`src/rtl/tcpq_pkg.sv`:
```
// tcpq_pkg: shared types and constants for the two-class priority queue
// used by tcpq_cell and two_class_priority_queue; depends on nothing else

package tcpq_pkg;

  localparam int OP_W  = 2;
  localparam int ID_W  = 31;
  localparam int OCC_W = 5;

  typedef enum logic [OP_W-1:0] {
    OP_INSERT   = 2'd0,
    OP_SERVE    = 2'd1,
    OP_WITHDRAW = 2'd2,
    OP_LOOKUP   = 2'd3
  } op_t;

  // per-cycle move command broadcast to every cell, already qualified
  typedef struct packed {
    logic ins_pref;   // preferred insert behind the last preferred entry
    logic ins_tail;   // ordinary insert at the tail
    logic serve;      // remove head, whole row moves toward the head
    logic withdraw;   // remove at hit position, tail side moves up
  } cmd_t;

endpackage

```
`src/rtl/tcpq_cell.sv`:
```
// tcpq_cell: one slot of the queue row, holds an id and its class
// compares against the request id and takes data from a neighbor or the input
// depends on tcpq_pkg

module tcpq_cell #(
  parameter int IDX = 0,
  parameter int CW  = 5,
  parameter int IW  = 4
) (
  input  logic                    clk,
  input  tcpq_pkg::cmd_t          cmd,
  input  logic [tcpq_pkg::ID_W-1:0] req_id,
  input  logic                    req_cls,
  input  logic [CW-1:0]           count,
  input  logic [CW-1:0]           pcount,
  input  logic [IW-1:0]           hit_pos,
  input  logic [tcpq_pkg::ID_W-1:0] left_id,
  input  logic                    left_cls,
  input  logic [tcpq_pkg::ID_W-1:0] right_id,
  input  logic                    right_cls,
  output logic [tcpq_pkg::ID_W-1:0] id,
  output logic                    cls,
  output logic                    match
);

  localparam logic [CW-1:0] MY_C = CW'(IDX);
  localparam logic [IW-1:0] MY_I = IW'(IDX);

  logic [tcpq_pkg::ID_W-1:0] id_r, id_nxt;
  logic                      cls_r, cls_nxt;

  assign id    = id_r;
  assign cls   = cls_r;
  assign match = (MY_C < count) && (id_r == req_id);

  always_comb begin
    id_nxt  = id_r;
    cls_nxt = cls_r;
    priority if (cmd.serve || (cmd.withdraw && (MY_I >= hit_pos))) begin
      id_nxt  = right_id;
      cls_nxt = right_cls;
    end else if (cmd.ins_pref && (MY_C > pcount)) begin
      id_nxt  = left_id;
      cls_nxt = left_cls;
    end else if ((cmd.ins_pref && (MY_C == pcount)) ||
                 (cmd.ins_tail && (MY_C == count))) begin
      id_nxt  = req_id;
      cls_nxt = req_cls;
    end
  end

  always_ff @(posedge clk) begin
    id_r  <= id_nxt;
    cls_r <= cls_nxt;
  end

endmodule

```
`src/rtl/two_class_priority_queue.sv`:
```
// two_class_priority_queue: top level, a row of tcpq_cell slots plus counters
// and a registered result stage; depends on tcpq_pkg and tcpq_cell
//
// channel | dir | handshake           | payload
// in_     | in  | in_tvalid/in_tready | tdata: op, person_id; tuser: preferred
// out_    | out | out_tvalid/out_tready | tdata: ok, served_id, occupancy;
//         |     |                     | tuser: class_out
//
// one item per cycle: every cell compares its id and shifts in the same cycle,
// the result shows in the output register in the cycle after acceptance
// the result register frees up in the cycle it is taken, so items flow
// back to back while out_tready is high; a stalled result holds the input
// reset clears the counters and the result valid; slot contents are not cleared

module two_class_priority_queue #(
  parameter int CAPACITY = 16
) (
  input  logic        clk,
  input  logic        rst_n,
  input  logic        in_tvalid,
  output logic        in_tready,
  input  logic [39:0] in_tdata,   // [1:0] op, [32:2] person_id, rest zero
  input  logic        in_tuser,   // [0] preferred
  output logic        out_tvalid,
  input  logic        out_tready,
  output logic [39:0] out_tdata,  // [0] ok, [31:1] served_id, [36:32] occupancy
  output logic        out_tuser   // [0] class_out
);

  localparam int CW = $clog2(CAPACITY + 1);
  localparam int IW = $clog2(CAPACITY);
  localparam logic [CW-1:0] CAP_C = CW'(CAPACITY);

  logic [CW-1:0] count_r, count_nxt;
  logic [CW-1:0] pcount_r, pcount_nxt;

  logic                        out_valid_r;
  logic                        ok_r;
  logic [tcpq_pkg::ID_W-1:0]   served_r;
  logic                        cls_out_r;
  logic [tcpq_pkg::OCC_W-1:0]  occ_r;

  logic                        accept;
  tcpq_pkg::op_t               op;
  logic [tcpq_pkg::ID_W-1:0]   req_id;
  logic                        req_pref;
  tcpq_pkg::cmd_t              cmd;

  logic [tcpq_pkg::ID_W-1:0]   cell_id  [CAPACITY];
  logic                        cell_cls [CAPACITY];
  logic [CAPACITY-1:0]         hit;
  logic [IW-1:0]               hit_pos;
  logic                        hit_cls;
  logic                        found;
  logic                        ins_ok;
  logic                        res_ok;
  logic [tcpq_pkg::ID_W-1:0]   res_served;
  logic                        res_cls;
  logic [31:0]                 count_wide;

  assign in_tready = !out_valid_r || out_tready;
  assign accept    = in_tvalid && in_tready;
  assign op        = tcpq_pkg::op_t'(in_tdata[1:0]);
  assign req_id    = in_tdata[32:2];
  assign req_pref  = in_tuser;

  // one-hot hit vector to slot number, plus class of the hit slot
  always_comb begin
    hit_pos = '0;
    hit_cls = 1'b0;
    for (int i = 0; i < CAPACITY; i++) begin
      if (hit[i]) begin
        hit_pos = hit_pos | IW'(i);
        hit_cls = hit_cls | cell_cls[i];
      end
    end
  end

  assign found  = (|hit) && (req_id != '0);
  assign ins_ok = (req_id != '0) && !(|hit) && (count_r < CAP_C);

  always_comb begin
    cmd        = '0;
    res_ok     = 1'b0;
    res_served = '0;
    res_cls    = 1'b0;
    count_nxt  = count_r;
    pcount_nxt = pcount_r;
    unique case (op)
      tcpq_pkg::OP_INSERT: begin
        res_ok = ins_ok;
        if (ins_ok) begin
          cmd.ins_pref = req_pref;
          cmd.ins_tail = !req_pref;
          count_nxt    = count_r + 1'b1;
          if (req_pref) pcount_nxt = pcount_r + 1'b1;
        end
      end
      tcpq_pkg::OP_SERVE: begin
        if (count_r != '0) begin
          res_ok     = 1'b1;
          res_served = cell_id[0];
          res_cls    = cell_cls[0];
          cmd.serve  = 1'b1;
          count_nxt  = count_r - 1'b1;
          if (cell_cls[0]) pcount_nxt = pcount_r - 1'b1;
        end
      end
      tcpq_pkg::OP_WITHDRAW: begin
        res_ok = found;
        if (found) begin
          cmd.withdraw = 1'b1;
          count_nxt    = count_r - 1'b1;
          if (hit_cls) pcount_nxt = pcount_r - 1'b1;
        end
      end
      tcpq_pkg::OP_LOOKUP: begin
        res_ok  = found;
        res_cls = found && hit_cls;
      end
      default: begin
        res_ok = 1'b0;
      end
    endcase
    if (!accept) cmd = '0;
  end

  genvar g;
  generate
    for (g = 0; g < CAPACITY; g++) begin : g_cell
      logic [tcpq_pkg::ID_W-1:0] l_id, r_id;
      logic                      l_cls, r_cls;
      if (g == 0) begin : g_head
        assign l_id  = '0;
        assign l_cls = 1'b0;
      end else begin : g_mid
        assign l_id  = cell_id[g-1];
        assign l_cls = cell_cls[g-1];
      end
      if (g == CAPACITY - 1) begin : g_tail
        assign r_id  = '0;
        assign r_cls = 1'b0;
      end else begin : g_body
        assign r_id  = cell_id[g+1];
        assign r_cls = cell_cls[g+1];
      end
      tcpq_cell #(
        .IDX (g),
        .CW  (CW),
        .IW  (IW)
      ) u_cell (
        .clk       (clk),
        .cmd       (cmd),
        .req_id    (req_id),
        .req_cls   (req_pref),
        .count     (count_r),
        .pcount    (pcount_r),
        .hit_pos   (hit_pos),
        .left_id   (l_id),
        .left_cls  (l_cls),
        .right_id  (r_id),
        .right_cls (r_cls),
        .id        (cell_id[g]),
        .cls       (cell_cls[g]),
        .match     (hit[g])
      );
    end
  endgenerate

  // occupancy field keeps the low bits of the count
  assign count_wide = 32'(count_nxt);

  always_ff @(posedge clk) begin
    if (!rst_n) begin
      count_r     <= '0;
      pcount_r    <= '0;
      out_valid_r <= 1'b0;
    end else begin
      if (accept) begin
        count_r     <= count_nxt;
        pcount_r    <= pcount_nxt;
        out_valid_r <= 1'b1;
      end else if (out_tready) begin
        out_valid_r <= 1'b0;
      end
    end
  end

  always_ff @(posedge clk) begin
    if (accept) begin
      ok_r      <= res_ok;
      served_r  <= res_served;
      cls_out_r <= res_cls;
      occ_r     <= count_wide[tcpq_pkg::OCC_W-1:0];
    end
  end

  assign out_tvalid = out_valid_r;
  assign out_tdata  = {3'b000, occ_r, served_r, ok_r};
  assign out_tuser  = cls_out_r;

endmodule

```
`config.mk`:
```
export PLATFORM = sky130hd
export DESIGN_NAME = two_class_priority_queue
export DESIGN_NICKNAME = d
export VERILOG_FILES = /design/src/rtl/tcpq_pkg.sv /design/src/rtl/tcpq_cell.sv /design/src/rtl/two_class_priority_queue.sv
export SDC_FILE = /design/constraint.sdc
export NUM_CORES = 2
export LEC_CHECK = 0
export BUFFER_PORTS_ARGS = -buffer_cell sky130_fd_sc_hd__buf_4
export CAP_MARGIN = 20
export CORE_MARGIN = 2
export CORE_UTILIZATION = 65
export CTS_CLUSTER_SIZE = 16
export DETAILED_ROUTE_END_ITERATION = 16
export PLACE_DENSITY = 0.82
export SKIP_LAST_GASP = 1
export SLEW_MARGIN = 20
export SYNTH_ARGS = -nofsm -noshare
export SYNTH_HDL_FRONTEND = slang
export SYNTH_SLANG_ARGS = --single-unit
```
`constraint.sdc`:
```
create_clock -name clk -period 9.5 [get_ports clk]
set_input_delay 0.95 -clock clk [delete_from_list [all_inputs] [get_ports clk]]
set_output_delay 0.95 -clock clk [all_outputs]
set_load 0.01 [all_outputs]
```
==> key figures <==
Synthesis
  – Leading area contributor after synthesis: edfxtp_1
  – Post-Synth Simple-Gate Area: 0.105
  – Count leader, synth: mux2_2
  – Synth Instances: around 3.2k
  – Adder-Cell Fraction of Synth Area: 0.00463
  – #FFs+latches synth: 561
  – Largest family of logic cells by synthesized area: multiplexers
  – Number of flops mapped to enable cells by yosys: 518
  – Post-synth top flop: edfxtp_1
  – Complex-gate fraction of the synthesized area: 0.0518
  – Asr flop ratio synth: 0
  – Mapped Area: between 30,000 and 40,000 µm²
  – Avg Cell Area, Syn: roughly 12 µm²
  – Commonest cells post-synth: 726 x mux2_2, 518 x edfxtp_1, 344 x xnor2_1
  – Cell variety after synth: between 80 and 90
  – Top cell type's share of synthesized area: 0.411
  – Mux share of post-synthesis cell area: 0.250
  – Sequential fraction of the synthesis area: 0.434
  – Post-Synth XOR/XNOR Area: 0.115
  – Area contributors post-synth: edfxtp_1 41%, mux2_2 22%, xnor2_1 8.0%
  – Ys Warns: 0

Clock network
  – Clk pin slew, worst setup/hold paths: about 0.060 ns
  – # hold bufs at CTS: 0
  – Post-CTS setup repair buffer count: 0
  – Root cell of the clock tree: clkbuf_16
  – Cts repair resizes: 0
  – H-tree depth: 2
  – CTS tree: yes
  – Clk buf depth: 3
  – Clk Latency, worst-skew pair: 0.64 ns
  – Inserted Clock Buffers: 60
  – Sink Count: roughly 560

STA
  – RSZ-0062 raised after global routing: no
  – Fin crit period: a little over 6 ns
  – Part of the cycle the worst path needs: 0.649
  – Max Slew Vio Count: 0
  – Achievable Freq: 0.162 GHz
  – Setup TNS: 0 ns
  – Slew of the pin with the lowest slew margin: 1.26 ns
  – Final hold vios: 0
  – Max transition margin: 0.156
  – Final setup fails: 0
  – Worst hold slack: about 0.49 ns
  – Clock Skews: 0.0175 ns

Power
  – VDD IR max: 199 µV
  – PD cells: 159 nW/µm²
  – Pleak: between 10 and 15 nW

Finish
  – Nets: about 3.2k
  – Final instance area: 40,500 µm²
  – Syn-to-layout area delta: 7.13%
  – Share of cells above drive strength 1: 0.311
  – Antenna Cells: 0
  – Fillers: between 4k and 5k

Floorplan
  – # IOs: 88
  – Core area: 57,600 µm²
  – Initial Utilization: 0.656
  – Die width: 245 µm
  – Die height: ~250 µm
  – Die Footprint: 60,100 µm²
  – Row Count: 88

Detailed routing
  – Routed WL: ~130 mm
  – DRT antenna net count: 0
  – Via count: approximately 28k
  – DRC viols: 0
  – Routed length per instance: between 30 and 40 µm
  – Iter 0 DRT Violations: a little under 4k
  – TritonRoute pass-1 iters: 6
  – Vias per cell: 7.21

Global route
  – Grt met2 use: 0.658
  – Met3 usage: 0.0815
  – Total GRT Usage: 0.416
  – Largest net degree at the start of global routing: 73
  – Antenna violations before repair: 3
  – GR Layer Usage met1: 0.534
  – Vias in the first global route: between 20k and 30k
  – Remaining Overflow, GRT: 0
  – GRT Max-Usage Layer: met2
  – First-pass GRT wire length: between 150 and 200 mm

Setup path
  – Worst Path Required: 9.78 ns
  – CP Capture Type: flip-flop
  – Reg2reg setup slack: ~3.3 ns
  – Crit-path max FO: 32
  – Arr. time, crit path: about 6.4 ns
  – R2R Path Start: count_r[4]$_SDFFE_PN0P_
  – Worst setup path category: flip-flop to flip-flop
  – Worst r2r path cells: 11
  – Worst reg2reg endpoint: g_cell[0].u_cell.id[11]$_DFFE_PP_
  – Startpoint types: flip-flop

Min path
  – Hold path endpoint: g_cell[15].u_cell.cls$_SDFFE_PP0P_
  – Worst Hold Class: flip-flop to flip-flop
  – Hold Crit Start: g_cell[15].u_cell.cls$_SDFFE_PP0P_
  – Hold Crit Depth: 2

Job
  – Max-Cap Viols: 0

Place
  – Final Wtd Congestion: approximately 1
  – Placed cell area: about 38,000 µm²
  – Post-DP HPWL: 90.2 mm
  – PortBufs: 77

Status
  – Status: finished, final reports clean
-- cell usage in the layout (no fill, tap or decap), types with 18 or more instances in the layout --
cell       instances
nor3_1            35
o21ai_0           24
nor4_1            97
mux2_2           726
a22o_1            34
nor2_1            89
xor2_1           153
mux2_1            27
and3_1            39
nand4_1          177
inv_1             22
buf_4            136
clkbuf_16         62
a21oi_1          127
xnor2_1          344
nand2b_1          18
edfxtp_1         518
nand2_1           78
or4_1             20
clkbuf_1          19
a211oi_1          24
dfxtp_1           43
nand3_1           40
a22oi_1           18
mux2i_1           96
-- registers in the layout, summed over array words and instances (netlist names) --
register / flops
g_cell.u_cell.id: 496
served_r: 31
g_cell.u_cell.cls: 16
count_r: 5
occ_r: 5
pcount_r: 5
ok_r: 1
out_tuser: 1
out_tvalid: 1
-- area by class of cell --
cell class              count  area [µm²]  area share
clock inverters            21         239     0.00590
repair buffers            138        1080      0.0266
multi-input cells        2334       20000       0.493
inverters                  23        86.3     0.00213
flip-flops and latches    561       16400       0.405
well taps                 765         957      0.0236
clock buffers              90        1750      0.0431
-- through the flow --
stage	cells	worst slack (ns)	utilization	power [mW]
global route	3932	3.39	0.703	6.61
finish	3932	3.34	0.703	6.45
CTS	3930	3.41	0.702	6.42
floorplan	3208	3.28	-	3.74
detailed placement	3819	2.95	0.668	4.05
global placement	3819	2.96	0.668	4.01
-- critical path, stage by stage, from the launching register on --
cell and delay [ns]:
dfxtp_1 0.30, buf_4 0.20, nand2b_1 0.26, nor3_1 0.99, nor4b_1 0.21, and4_1 0.43, or2_2 0.37, or4_1 0.84
nor3_1 0.99, nand2_1 0.38, o211ai_1 0.33, buf_4 0.44
-- per-layer routing --
metal	wire (µm)	vias up
met5	0	-
met4	8840	0
met3	14000	479
met2	57500	2168
met1	46600	13800
li1	-	11900
-- worst max path at each step --
stage                                  from                           endpoint  slack, ns  depth (start not counted)
floorplan                       in_tdata[8]     g_cell[7].u_cell.cls$_DFFE_PP_       3.28                         12
global placement               in_tdata[31]  g_cell[2].u_cell.id[14]$_DFFE_PP_       2.96                         11
detailed placement             in_tdata[16]  g_cell[2].u_cell.id[11]$_DFFE_PP_       2.95                         11
CTS                 count_r[4]$_SDFFE_PN0P_  g_cell[2].u_cell.id[10]$_DFFE_PP_       3.41                         10
global route        count_r[1]$_SDFFE_PN0P_  g_cell[0].u_cell.id[19]$_DFFE_PP_       3.39                         11
finish              count_r[4]$_SDFFE_PN0P_  g_cell[0].u_cell.id[11]$_DFFE_PP_       3.34                         11
-- cell families (layout without fill, tap and decap cells) --
| logic type | Yosys count | count (layout) |
|---|---|---|
| mux | 849 | 849 |
| simple gates | 680 | 680 |
| flops | 561 | 561 |
| xor+xnor | 497 | 497 |
| buf+inv | 313 | 272 |
| compound gates | 291 | 291 |
| fa+ha+maj | 14 | 14 |
| other cells | 1 | 3 |
-- report_power, final --
group	switching (mW)	internal [mW]	total, mW	leakage, nW
Combinational	0.596	0.437	1.03	7.54
Clock	1.01	1.40	2.41	0.967
Sequential	0.147	2.86	3.01	5.11
No activity file was read; power rests on OpenSTA's default activity.
